<file path="config.mk">
export PLATFORM = sky130hd
export DESIGN_NAME = circle_column_rasterizer
export DESIGN_NICKNAME = d
export VERILOG_FILES = /design/src/hdl/ccr_pkg.sv /design/src/hdl/ccr_setup.sv /design/src/hdl/ccr_root.sv /design/src/hdl/ccr_emit.sv /design/src/hdl/circle_column_rasterizer.sv
export SDC_FILE = /design/constraint.sdc
export NUM_CORES = 2
export LEC_CHECK = 0
export BUFFER_PORTS_ARGS = -buffer_cell sky130_fd_sc_hd__buf_2
export CORE_MARGIN = 1.5
export CORE_UTILIZATION = 57
export DETAILED_ROUTE_END_ITERATION = 12
export PLACE_DENSITY = 0.82
export SLEW_MARGIN = 25
export SYNTH_ARGS = -nofsm -noshare
export SYNTH_HDL_FRONTEND = slang
export SYNTH_SLANG_ARGS = --single-unit
</file>
<file path="constraint.sdc">
create_clock -name clock -period 8.8 [get_ports clock]
set_input_delay 0 -clock clock [delete_from_list [all_inputs] [get_ports clock]]
set_output_delay 0 -clock clock [all_outputs]
set_load 0.02 [all_outputs]
</file>
<file path="src/hdl/ccr_pkg.sv">
// shared types, constants and the square root digit step of the circle column rasterizer
`default_nettype none
package ccr_pkg;

   localparam int IN_W             = 12;              // center coordinate width
   localparam int RAD_W            = 10;              // radius width, also root width
   localparam int COL_W            = 11;              // column index width
   localparam int SCR_W            = 12;              // screen size register width
   localparam int CALC_W           = 14;              // signed width of internal coordinates
   localparam int H_W              = RAD_W + 1;       // rounded half height
   localparam int REM_W            = 2 * RAD_W + 1;   // radicand and remainder
   localparam int SQ_W             = 2 * (RAD_W + 1); // square of an offset
   localparam int WIDE_W           = 32;              // widest output coordinate
   localparam int MAX_RADIUS       = 1023;
   localparam int COORD_BITS_DEF   = 13;
   localparam int DIGITS_PER_STAGE = 2;
   localparam int ROOT_STAGES      = RAD_W / DIGITS_PER_STAGE;
   localparam int REQ_TDATA_W      = 48;
   localparam int CSR_ADDR_W       = 3;
   localparam int CSR_DATA_W       = 32;

   localparam logic [SCR_W-1:0] SCREEN_WIDTH_RST  = 12'd80;
   localparam logic [SCR_W-1:0] SCREEN_HEIGHT_RST = 12'd24;

   typedef enum logic {
      KIND_EDGE = 1'b0,
      KIND_SPAN = 1'b1
   } kind_type;

   typedef enum logic {
      REG_SCREEN_WIDTH  = 1'b0,
      REG_SCREEN_HEIGHT = 1'b1
   } reg_index_type;

   // partial root: rem = n - q*q
   typedef struct packed {
      logic [REM_W-1:0] rem;
      logic [RAD_W-1:0] q;
   } root_type;

   typedef struct packed {
      logic signed [CALC_W-1:0] px;
      logic signed [IN_W-1:0]   cy;
      logic                     has_prev;
   } side_type;

   typedef struct packed {
      root_type cur;
      root_type prev;
      side_type side;
   } root_req_type;

   // one restoring digit of the integer square root at bit k
   function automatic root_type root_step(root_type s, int k);
      logic [REM_W-1:0] trial;
      root_type         o;
      trial = (REM_W'(s.q) << (k + 1)) + (REM_W'(1) << (2 * k));
      o = s;
      if (s.rem >= trial) begin
         o.rem = s.rem - trial;
         o.q   = s.q | (RAD_W'(1) << k);
      end
      return o;
   endfunction

endpackage
`default_nettype wire

</file>
<file path="src/hdl/ccr_setup.sv">
// front stages: radius clamp, column offsets, squares and radicands
`default_nettype none
module ccr_setup import ccr_pkg::*; (
   input  wire logic                    clock,
   input  wire logic                    reset,
   input  wire logic                    in_valid,
   output      logic                    in_ready,
   input  wire logic signed [IN_W-1:0]  center_x,
   input  wire logic signed [IN_W-1:0]  center_y,
   input  wire logic [RAD_W-1:0]        radius,
   input  wire logic [COL_W-1:0]        column_index,
   output      logic                    out_valid,
   input  wire logic                    out_ready,
   output      root_req_type            out_data
);

   localparam int DX_W   = COL_W + 1;
   localparam int DIFF_W = SQ_W + 1;

   logic [RAD_W-1:0]         r_sat;
   logic                     in_range;
   logic signed [DX_W-1:0]   dx;
   logic signed [DX_W-1:0]   dxp;
   logic signed [DX_W-1:0]   dx_neg;
   logic signed [DX_W-1:0]   dxp_neg;
   logic [COL_W-1:0]         adx;
   logic [COL_W-1:0]         adxp;
   logic signed [CALC_W-1:0] px;

   logic                     a_valid_ff;
   logic [RAD_W-1:0]         a_r_ff;
   logic [COL_W-1:0]         a_adx_ff;
   logic [COL_W-1:0]         a_adxp_ff;
   logic signed [CALC_W-1:0] a_px_ff;
   logic signed [IN_W-1:0]   a_cy_ff;
   logic                     a_prev_ff;

   logic [2*RAD_W-1:0]       rr;
   logic [SQ_W-1:0]          sq0;
   logic [SQ_W-1:0]          sq1;
   logic signed [DIFF_W-1:0] d0;
   logic signed [DIFF_W-1:0] d1;
   logic [REM_W-1:0]         n0;
   logic [REM_W-1:0]         n1;

   logic                     b_valid_ff;
   root_req_type             b_data_ff;

   logic                     adv_a;
   logic                     adv_b;

   assign adv_b    = !b_valid_ff || out_ready;
   assign adv_a    = !a_valid_ff || adv_b;
   assign in_ready = adv_a;

   always_comb begin
      r_sat    = (int'(radius) > MAX_RADIUS) ? RAD_W'(MAX_RADIUS) : radius;
      in_range = column_index <= {r_sat, 1'b0};
      dx       = $signed({1'b0, column_index}) - $signed({2'b00, r_sat});
      dxp      = dx - DX_W'(1);
      dx_neg   = -dx;
      dxp_neg  = -dxp;
      adx      = dx[DX_W-1]  ? dx_neg[COL_W-1:0]  : dx[COL_W-1:0];
      adxp     = dxp[DX_W-1] ? dxp_neg[COL_W-1:0] : dxp[COL_W-1:0];
      px       = {{(CALC_W-IN_W){center_x[IN_W-1]}}, center_x}
               + {{(CALC_W-DX_W){dx[DX_W-1]}}, dx};
   end

   always_ff @(posedge clock) begin
      if (reset) begin
         a_valid_ff <= 1'b0;
      end else if (adv_a) begin
         // columns beyond twice the radius are taken and dropped here
         a_valid_ff <= in_valid && in_range;
      end
   end

   always_ff @(posedge clock) begin
      if (adv_a && in_valid) begin
         a_r_ff    <= r_sat;
         a_adx_ff  <= adx;
         a_adxp_ff <= adxp;
         a_px_ff   <= px;
         a_cy_ff   <= center_y;
         a_prev_ff <= column_index != '0;
      end
   end

   always_comb begin
      rr  = a_r_ff * a_r_ff;
      sq0 = a_adx_ff * a_adx_ff;
      sq1 = a_adxp_ff * a_adxp_ff;
      d0  = $signed({3'b000, rr}) - $signed({1'b0, sq0});
      d1  = $signed({3'b000, rr}) - $signed({1'b0, sq1});
      n0  = d0[DIFF_W-1] ? {REM_W{1'b0}} : d0[REM_W-1:0];
      n1  = d1[DIFF_W-1] ? {REM_W{1'b0}} : d1[REM_W-1:0];
   end

   always_ff @(posedge clock) begin
      if (reset) begin
         b_valid_ff <= 1'b0;
      end else if (adv_b) begin
         b_valid_ff <= a_valid_ff;
      end
   end

   always_ff @(posedge clock) begin
      if (adv_b && a_valid_ff) begin
         b_data_ff.cur.rem       <= n0;
         b_data_ff.cur.q         <= '0;
         b_data_ff.prev.rem      <= n1;
         b_data_ff.prev.q        <= '0;
         b_data_ff.side.px       <= a_px_ff;
         b_data_ff.side.cy       <= a_cy_ff;
         b_data_ff.side.has_prev <= a_prev_ff;
      end
   end

   assign out_valid = b_valid_ff;
   assign out_data  = b_data_ff;

endmodule
`default_nettype wire

</file>
<file path="src/hdl/ccr_root.sv">
// pipelined integer square root, two lanes, two digits per stage
`default_nettype none
module ccr_root import ccr_pkg::*; (
   input  wire logic          clock,
   input  wire logic          reset,
   input  wire logic          in_valid,
   output      logic          in_ready,
   input  wire root_req_type  in_data,
   output      logic          out_valid,
   input  wire logic          out_ready,
   output      root_req_type  out_data
);

   logic         valid_ff  [ROOT_STAGES];
   root_req_type stage_ff  [ROOT_STAGES];
   root_req_type stage_in  [ROOT_STAGES];
   root_req_type src       [ROOT_STAGES];
   logic         src_valid [ROOT_STAGES];
   logic         adv       [ROOT_STAGES+1];

   assign adv[ROOT_STAGES] = out_ready;

   for (genvar s = 0; s < ROOT_STAGES; s++) begin : g_stage
      if (s == 0) begin : g_head
         assign src[s]       = in_data;
         assign src_valid[s] = in_valid;
      end else begin : g_body
         assign src[s]       = stage_ff[s-1];
         assign src_valid[s] = valid_ff[s-1];
      end

      assign adv[s] = !valid_ff[s] || adv[s+1];

      always_comb begin : step
         root_req_type tmp;
         tmp = src[s];
         for (int d = 0; d < DIGITS_PER_STAGE; d++) begin
            tmp.cur  = root_step(tmp.cur,  RAD_W - 1 - (DIGITS_PER_STAGE * s + d));
            tmp.prev = root_step(tmp.prev, RAD_W - 1 - (DIGITS_PER_STAGE * s + d));
         end
         stage_in[s] = tmp;
      end

      always_ff @(posedge clock) begin
         if (reset) begin
            valid_ff[s] <= 1'b0;
         end else if (adv[s]) begin
            valid_ff[s] <= src_valid[s];
         end
      end

      always_ff @(posedge clock) begin
         if (adv[s] && src_valid[s]) begin
            stage_ff[s] <= stage_in[s];
         end
      end
   end

   assign in_ready  = adv[0];
   assign out_valid = valid_ff[ROOT_STAGES-1];
   assign out_data  = stage_ff[ROOT_STAGES-1];

endmodule
`default_nettype wire

</file>
<file path="src/hdl/ccr_emit.sv">
// rounding, edge and gap span geometry, visibility and the result sequencer
`default_nettype none
module ccr_emit import ccr_pkg::*; #(
   parameter int COORD_BITS = COORD_BITS_DEF
) (
   input  wire logic                  clock,
   input  wire logic                  reset,
   input  wire logic [SCR_W-1:0]      screen_width,
   input  wire logic [SCR_W-1:0]      screen_height,
   input  wire logic                  in_valid,
   output      logic                  in_ready,
   input  wire root_req_type          in_data,
   output      logic                  rsp_tvalid,
   input  wire logic                  rsp_tready,
   // pixel_x, upper_lo, upper_hi, lower_lo, lower_hi, any_visible, zero fill
   output      logic [((5*COORD_BITS+1+7)/8)*8-1:0] rsp_tdata,
   // kind
   output      logic                  rsp_tuser,
   output      logic                  rsp_tlast
);

   localparam int DATA_W  = 5 * COORD_BITS + 1;
   localparam int TDATA_W = ((DATA_W + 7) / 8) * 8;

   function automatic logic [COORD_BITS-1:0] to_coord(logic signed [CALC_W-1:0] v);
      logic [WIDE_W-1:0] w;
      w = {{(WIDE_W-CALC_W){v[CALC_W-1]}}, v};
      return w[COORD_BITS-1:0];
   endfunction

   function automatic logic in_bounds(logic signed [CALC_W-1:0] v, logic [SCR_W-1:0] lim);
      return !v[CALC_W-1] && (v[CALC_W-2:0] < {{(CALC_W-1-SCR_W){1'b0}}, lim});
   endfunction

   // first stage: round to nearest
   logic             e1_valid_ff;
   logic [H_W-1:0]   e1_h_ff;
   logic [H_W-1:0]   e1_hp_ff;
   side_type         e1_side_ff;
   logic [H_W-1:0]   h_rnd;
   logic [H_W-1:0]   hp_rnd;

   // second stage: result hold register
   logic                     hold_valid_ff;
   logic                     hold_valid_in;
   logic                     phase_ff;
   logic                     phase_in;
   logic signed [CALC_W-1:0] px_ff;
   logic signed [CALC_W-1:0] col_ff;
   logic signed [CALC_W-1:0] edge_up_ff;
   logic signed [CALC_W-1:0] edge_dn_ff;
   logic signed [CALC_W-1:0] span_ulo_ff;
   logic signed [CALC_W-1:0] span_uhi_ff;
   logic signed [CALC_W-1:0] span_llo_ff;
   logic signed [CALC_W-1:0] span_lhi_ff;
   logic                     vis_ff;
   logic                     gap_ff;

   logic                     can_load;
   logic                     e1_adv;

   logic signed [CALC_W-1:0] cy;
   logic signed [CALC_W-1:0] hs;
   logic signed [CALC_W-1:0] as;
   logic signed [CALC_W-1:0] bs;
   logic                     prev_lower;
   logic [H_W-1:0]           a_h;
   logic [H_W-1:0]           b_h;
   logic signed [CALC_W-1:0] col;
   logic                     gap;
   logic signed [CALC_W-1:0] edge_up;
   logic signed [CALC_W-1:0] edge_dn;
   logic                     vis;

   logic signed [CALC_W-1:0] out_x;
   logic signed [CALC_W-1:0] out_ulo;
   logic signed [CALC_W-1:0] out_uhi;
   logic signed [CALC_W-1:0] out_llo;
   logic signed [CALC_W-1:0] out_lhi;
   logic                     out_vis;
   logic [DATA_W-1:0]        out_data;
   kind_type                 out_kind;

   // the hold register frees once its last transaction is taken
   assign can_load = !hold_valid_ff || (rsp_tready && (phase_ff || !gap_ff));
   assign e1_adv   = !e1_valid_ff || can_load;
   assign in_ready = e1_adv;

   always_comb begin
      h_rnd  = H_W'(in_data.cur.q)  + H_W'(in_data.cur.rem  > REM_W'(in_data.cur.q));
      hp_rnd = H_W'(in_data.prev.q) + H_W'(in_data.prev.rem > REM_W'(in_data.prev.q));
   end

   always_ff @(posedge clock) begin
      if (reset) begin
         e1_valid_ff <= 1'b0;
      end else if (e1_adv) begin
         e1_valid_ff <= in_valid;
      end
   end

   always_ff @(posedge clock) begin
      if (e1_adv && in_valid) begin
         e1_h_ff    <= h_rnd;
         e1_hp_ff   <= hp_rnd;
         e1_side_ff <= in_data.side;
      end
   end

   always_comb begin
      cy         = {{(CALC_W-IN_W){e1_side_ff.cy[IN_W-1]}}, e1_side_ff.cy};
      prev_lower = e1_hp_ff < e1_h_ff;
      a_h        = prev_lower ? e1_hp_ff : e1_h_ff;
      b_h        = prev_lower ? e1_h_ff  : e1_hp_ff;
      hs         = $signed({{(CALC_W-H_W){1'b0}}, e1_h_ff});
      as         = $signed({{(CALC_W-H_W){1'b0}}, a_h});
      bs         = $signed({{(CALC_W-H_W){1'b0}}, b_h});
      // span sits on whichever column has the lower height
      col        = prev_lower ? e1_side_ff.px - CALC_W'(1) : e1_side_ff.px;
      gap        = e1_side_ff.has_prev && ((b_h - a_h) > H_W'(1));
      edge_up    = cy + hs;
      edge_dn    = cy - hs;
      vis        = (in_bounds(e1_side_ff.px, screen_width) && in_bounds(edge_up, screen_height))
                || (in_bounds(e1_side_ff.px, screen_width) && in_bounds(edge_dn, screen_height));
   end

   always_comb begin
      hold_valid_in = hold_valid_ff;
      phase_in      = phase_ff;
      if (can_load) begin
         hold_valid_in = e1_valid_ff;
         phase_in      = 1'b0;
      end else if (rsp_tready) begin
         // edge taken, span still to go
         phase_in = 1'b1;
      end
   end

   always_ff @(posedge clock) begin
      if (reset) begin
         hold_valid_ff <= 1'b0;
         phase_ff      <= 1'b0;
      end else begin
         hold_valid_ff <= hold_valid_in;
         phase_ff      <= phase_in;
      end
   end

   always_ff @(posedge clock) begin
      if (can_load && e1_valid_ff) begin
         px_ff       <= e1_side_ff.px;
         col_ff      <= col;
         edge_up_ff  <= edge_up;
         edge_dn_ff  <= edge_dn;
         span_ulo_ff <= cy + as + CALC_W'(1);
         span_uhi_ff <= cy + bs - CALC_W'(1);
         span_llo_ff <= cy - bs + CALC_W'(1);
         span_lhi_ff <= cy - as - CALC_W'(1);
         vis_ff      <= vis;
         gap_ff      <= gap;
      end
   end

   always_comb begin
      out_x    = phase_ff ? col_ff      : px_ff;
      out_ulo  = phase_ff ? span_ulo_ff : edge_up_ff;
      out_uhi  = phase_ff ? span_uhi_ff : edge_up_ff;
      out_llo  = phase_ff ? span_llo_ff : edge_dn_ff;
      out_lhi  = phase_ff ? span_lhi_ff : edge_dn_ff;
      out_vis  = !phase_ff && vis_ff;
      out_kind = phase_ff ? KIND_SPAN : KIND_EDGE;
      out_data = {out_vis, to_coord(out_lhi), to_coord(out_llo), to_coord(out_uhi),
                  to_coord(out_ulo), to_coord(out_x)};
   end

   assign rsp_tvalid = hold_valid_ff;
   assign rsp_tdata  = TDATA_W'(out_data);
   assign rsp_tuser  = out_kind;
   assign rsp_tlast  = phase_ff || !gap_ff;

endmodule
`default_nettype wire

</file>
<file path="src/hdl/circle_column_rasterizer.sv">
// top level: register port, stream ports and the setup, root and emit pipeline
//
// Circle column rasterizer. Each req transaction carries a circle center, a radius and a
// column index i in 0..2r; the block answers with an edge transaction (the pixel pair at
// column cx+i-r, rows cy+h and cy-h, h the rounded half height) and, where the height
// jumps by more than one from the previous column, a gap span transaction right after it,
// marked with tuser = 1. tlast flags the final transaction of each column. Columns with
// i > 2r are taken and produce nothing. A new column is accepted every cycle unless a
// held result stalls the pipeline, as a span or a low rsp_tready does; results leave
// at one transaction per cycle, the single result port being the limit. From req to the
// first rsp transaction a column passes two setup stages (offsets, then squares), five
// square root stages of two root bits each, a rounding stage and the output register.
// screen_width (address 0x0) and screen_height (address 0x4) set the visibility test and
// may only be written while the pipeline is empty.
`default_nettype none
module circle_column_rasterizer import ccr_pkg::*; #(
   parameter int COORD_BITS = COORD_BITS_DEF
) (
   input  wire logic                         clock,
   input  wire logic                         reset,
   input  wire logic                         req_tvalid,
   output      logic                         req_tready,
   // center_x, center_y, radius, column_index, zero fill
   input  wire logic [REQ_TDATA_W-1:0]       req_tdata,
   output      logic                         rsp_tvalid,
   input  wire logic                         rsp_tready,
   // pixel_x, upper_lo, upper_hi, lower_lo, lower_hi, any_visible, zero fill
   output      logic [((5*COORD_BITS+1+7)/8)*8-1:0] rsp_tdata,
   // kind
   output      logic                         rsp_tuser,
   output      logic                         rsp_tlast,
   input  wire logic                         csr_psel,
   input  wire logic                         csr_penable,
   input  wire logic                         csr_pwrite,
   input  wire logic [CSR_ADDR_W-1:0]        csr_paddr,
   input  wire logic [CSR_DATA_W-1:0]        csr_pwdata,
   output      logic [CSR_DATA_W-1:0]        csr_prdata,
   output      logic                         csr_pready
);

   localparam int VIS_BIT = 5 * COORD_BITS;

   logic [SCR_W-1:0]       screen_width_ff;
   logic [SCR_W-1:0]       screen_height_ff;
   logic                   csr_write;
   reg_index_type          reg_sel;

   logic signed [IN_W-1:0] center_x;
   logic signed [IN_W-1:0] center_y;
   logic [RAD_W-1:0]       radius;
   logic [COL_W-1:0]       column_index;

   logic                   setup_valid;
   logic                   root_ready;
   root_req_type           setup_data;
   logic                   root_valid;
   logic                   emit_ready;
   root_req_type           root_data;

   // register port, byte addressed, one register per word
   assign csr_pready = 1'b1;
   assign csr_write  = csr_psel && csr_penable && csr_pwrite && csr_pready;
   assign reg_sel    = reg_index_type'(csr_paddr[CSR_ADDR_W-1]);

   always_ff @(posedge clock) begin
      if (reset) begin
         screen_width_ff  <= SCREEN_WIDTH_RST;
         screen_height_ff <= SCREEN_HEIGHT_RST;
      end else if (csr_write) begin
         case (reg_sel)
            REG_SCREEN_WIDTH:  screen_width_ff  <= csr_pwdata[SCR_W-1:0];
            REG_SCREEN_HEIGHT: screen_height_ff <= csr_pwdata[SCR_W-1:0];
            default: ;
         endcase
      end
   end

   always_comb begin
      case (reg_sel)
         REG_SCREEN_WIDTH:  csr_prdata = CSR_DATA_W'(screen_width_ff);
         REG_SCREEN_HEIGHT: csr_prdata = CSR_DATA_W'(screen_height_ff);
         default:           csr_prdata = '0;
      endcase
   end

   assign center_x     = req_tdata[IN_W-1:0];
   assign center_y     = req_tdata[2*IN_W-1:IN_W];
   assign radius       = req_tdata[2*IN_W+RAD_W-1:2*IN_W];
   assign column_index = req_tdata[2*IN_W+RAD_W+COL_W-1:2*IN_W+RAD_W];

   ccr_setup u_setup (
      .clock        (clock),
      .reset        (reset),
      .in_valid     (req_tvalid),
      .in_ready     (req_tready),
      .center_x     (center_x),
      .center_y     (center_y),
      .radius       (radius),
      .column_index (column_index),
      .out_valid    (setup_valid),
      .out_ready    (root_ready),
      .out_data     (setup_data)
   );

   ccr_root u_root (
      .clock     (clock),
      .reset     (reset),
      .in_valid  (setup_valid),
      .in_ready  (root_ready),
      .in_data   (setup_data),
      .out_valid (root_valid),
      .out_ready (emit_ready),
      .out_data  (root_data)
   );

   ccr_emit #(
      .COORD_BITS (COORD_BITS)
   ) u_emit (
      .clock         (clock),
      .reset         (reset),
      .screen_width  (screen_width_ff),
      .screen_height (screen_height_ff),
      .in_valid      (root_valid),
      .in_ready      (emit_ready),
      .in_data       (root_data),
      .rsp_tvalid    (rsp_tvalid),
      .rsp_tready    (rsp_tready),
      .rsp_tdata     (rsp_tdata),
      .rsp_tuser     (rsp_tuser),
      .rsp_tlast     (rsp_tlast)
   );

   // an edge that is not last must be followed by its span
   a_span_follows_edge: assert property (@(posedge clock) disable iff (reset)
      rsp_tvalid && rsp_tready && rsp_tuser == KIND_EDGE && !rsp_tlast
      |=> rsp_tvalid && rsp_tuser == KIND_SPAN)
      else $error("gap span missing after its edge transaction");

   a_span_shape: assert property (@(posedge clock) disable iff (reset)
      rsp_tvalid && rsp_tuser == KIND_SPAN |-> rsp_tlast && !rsp_tdata[VIS_BIT])
      else $error("span transaction not last or flagged visible");

   a_reset_empty: assert property (@(posedge clock)
      $past(reset) |-> !rsp_tvalid)
      else $error("result shown right after reset");

endmodule
`default_nettype wire

</file>
==> flow_summary.ini <==
[critical_path]
timing.rr.end = u_setup.out_data[41]
end_kind = register
crit_type = register to register
timing.rr.start = u_setup.a_r_ff[5]
critPathBufInv = 10
cp-start-kind = register
slowest_delay_ps = 520
slowest_stage = fa_1
path_common_cell = fa_1
crit_arrival_ps = 9040
crit_family = adder cells
reg2reg_depth = 34
ff2ff_setup_slack_ps = 140
worstPathRequired_ps = 9180
cp-startpoint = u_setup.a_r_ff[5]
cp_max_fo = 5

[yosys]
synth_mux_area_share_pct = 0.996
syn_avg_cell_area_um2 = 10.6
synth_ff_type = edfxtp_1
synth_area_leader_cell = edfxtp_1
synthTopCellsByCount = edfxtp_1, inv_1, ha_1
netlist_area_um2 = 50200
synth_seq_cells = 711
seq_area_frac_synth_pct = 41.9
ys_top_cells_by_area = edfxtp_1, ha_1, fa_1, inv_1, xnor2_1
synth_edf_count = 682
async_reset_ff_share_pct = 0
synth_cell_types = 103
ys_warn_count = 0
synthCells = 4741
synthXorXnorAreaFrac_pct = 6.10
yosys.area_share.adder_pct = 21.1
synthSimpleGateAreaFrac_pct = 13.5
yosysMostFrequentCell = edfxtp_1
synth_top_family_by_area = adder cells
synth_compound_area_share_pct = 10.6
synth_top_area_share_pct = 40.8

[timing]
min_period_ps = 8660
hold_viol_final = 0
setup_viol = 0
tightest_slew_ps = 1000
max_freq_mhz = 116
finalCritPeriodShare_pct = 98.4
setup_ws_ps = 143
finalClockSkew_ps = 31.0
final_max_slew_viol_count = 0
max-slew-margin-rel_pct = 33.0
rsz0062_at_grt = true

[place]
gp_congestion = 0.937
place_ws_ps = -225
port_buffers = 146
dpl.hpwl_um = 81300

[clocking]
cts-root-buf = clkbuf_16
cts_max_level = 3
clk_latency_ps = 610
cts_buffers = 72
cts_tree = done
cts_buffer_depth = 3
cts_num_sinks = 711
cts.clk_slew.worst_paths_ps = 60

[die]
core-area_um2 = 87000
io_pins = 199
die_y_um = 300
die_area_um2 = 89900
die_w_um = 300
initial_utilization_pct = 57.7
placementRows = 108

[finish]
final-seq-area_um2 = 21100
nFillCells = 6307
postLayoutCoreUtil_pct = 64.5
multi_input_area_um2 = 26900
syn_to_final_growth_pct = 11.8
final_net_count = 5824
drive_gt1_share_pct = 10.4

[routing]
drc_errors = 0
via_count = 35464
totalWireLength_um = 113000
drtPass1Iterations = 8
antenna_left = 0
wl_per_cell_um = 18.1
via_per_inst = 5.69
drtIter0Drc = 2264

[global_routing]
grt_pass1_wl_um = 181000
antenna_found_initial = 1
grt_max_degree = 92
grt_use_met2_pct = 45.5
grt_use_met3_pct = 2.91
grt_pass1_vias = 35998
grt_util_all_layers_pct = 24.8
grt-ovfl-total = 0
grt_util_met1_pct = 28.9
grt_busiest_layer = met2

[min_path]
holdPathStages = 4
hp-class = input pin to register
min_from = csr_pwrite
hold-path-endpoint = screen_height_ff[2]

[job]
drv_cap = 0

[outcome]
status = finished clean
[worst max path at each step]
| stage | slack [ps] | depth (start not counted) | to |
|---|---|---|---|
| global route | -240 | 37 | u_setup.out_data[47] |
| floorplan | 60 | 29 | u_setup.out_data[71] |
| global placement | 9 | 32 | u_setup.out_data[76] |
| finish | 140 | 34 | u_setup.out_data[41] |
| detailed placement | -230 | 34 | u_setup.out_data[41] |
| CTS | 50 | 34 | u_setup.out_data[71] |
[area by class of cell]
cell class | instances | area share [%]
well taps | 1155 | 2.57
clock buffers | 92 | 3.51
diodes | 2 | 0.00891
multi-input cells | 3326 | 47.9
inverters | 600 | 4.02
flip-flops and latches | 711 | 37.5
clock inverters | 41 | 0.713
repair buffers | 306 | 3.79
[metal layers]
metal  share of wire, %  wire length [um]  vias to the layer above
li1                   -                 -                    16979
met1                 39             43700                    17021
met2                 51             58000                     1130
met3                4.7              5310                      334
met4                5.1              5740                        0
met5                  0                 0                        -
[metrics by stage]
stage / setup TNS, ps / hold WS, ps / std cells / area [um2]
after floorplan: 0 / 98.9 / 4766 / 50300
after global placement: 0 / 215 / 6012 / 52500
after detailed placement: -665 / 209 / 6012 / 52500
after CTS: 0 / 0.449 / 6215 / 55600
after global routing: -5540 / 115 / 6232 / 56200
final: 0 / 85.8 / 6233 / 56200
[what timing repair did]
| item | 4_1_cts | 5_1_grt |
|---|---|---|
| pin swaps | 6 | 32 |
| hold buffers | 66 | 0 |
| buffers inserted | 4 | 15 |
| gates cloned | 0 | 1 |
| endpoints found under the hold margin | 67 | 0 |
| gates resized for setup | 12 | 75 |
| setup endpoints to repair | 38 | 42 |
[cells in the final DEF, fill, tap and decap left out, types with 82 or more instances in the layout]
| cell type | synthesis | layout |
|---|---|---|
| inv_1 | 592 | 588 |
| buf_4 | 35 | 86 |
| nor2_1 | 291 | 289 |
| buf_2 | 10 | 146 |
| nand2_1 | 430 | 427 |
| a21oi_1 | 243 | 238 |
| o21ai_0 | 163 | 161 |
| ha_1 | 500 | 484 |
| fa_1 | 217 | 212 |
| edfxtp_1 | 682 | 682 |
| xnor2_1 | 224 | 221 |
| and2_1 | 88 | 82 |
| xor2_1 | 126 | 125 |
[flip-flops by register name (all words and copies together), names as in the netlist, 10 cells and up]
signal / flops
u_setup.a_px_ff: 13
screen_height_ff: 12
u_emit.edge_up_ff: 12
u_emit.e1_h_ff: 11
u_emit.edge_dn_ff: 13
u_emit.span_uhi_ff: 12
u_root.stage_ff: 400
u_emit.e1_hp_ff: 11
u_emit.col_ff: 13
u_emit.cy: 12
u_emit.px_ff: 13
screen_width_ff: 12
u_setup.a_adxp_ff: 11
u_setup.a_adx_ff: 11
u_emit.span_lhi_ff: 13
u_setup.out_data: 68
u_setup.a_cy_ff: 12
u_emit.span_llo_ff: 13
u_setup.a_r_ff: 10
u_emit.span_ulo_ff: 12
u_emit.e1_side_ff: 14
[worst register-to-register path: cells and delay by family, from the launching register on]
kind / cells / cell delay [ps]
buf+inv: 10 / 990
xor+xnor: 1 / 260
flops: 1 / 410
fa+ha+maj: 10 / 4270
simple gates: 4 / 460
compound gates: 9 / 2030
[kinds of logic after synthesis]
family,after synthesis
DFF,711
AOI/OAI and AO/OA,822
muxes,47
adders and majority gates,717
other,2
xor gates and xnor gates,350
and+or+nand+nor,1363
buffers and inverters,729
Power is left out: the tool's default activity adds up to more than one toggle a clock period on the data nets, which glitch-free logic cannot reach.
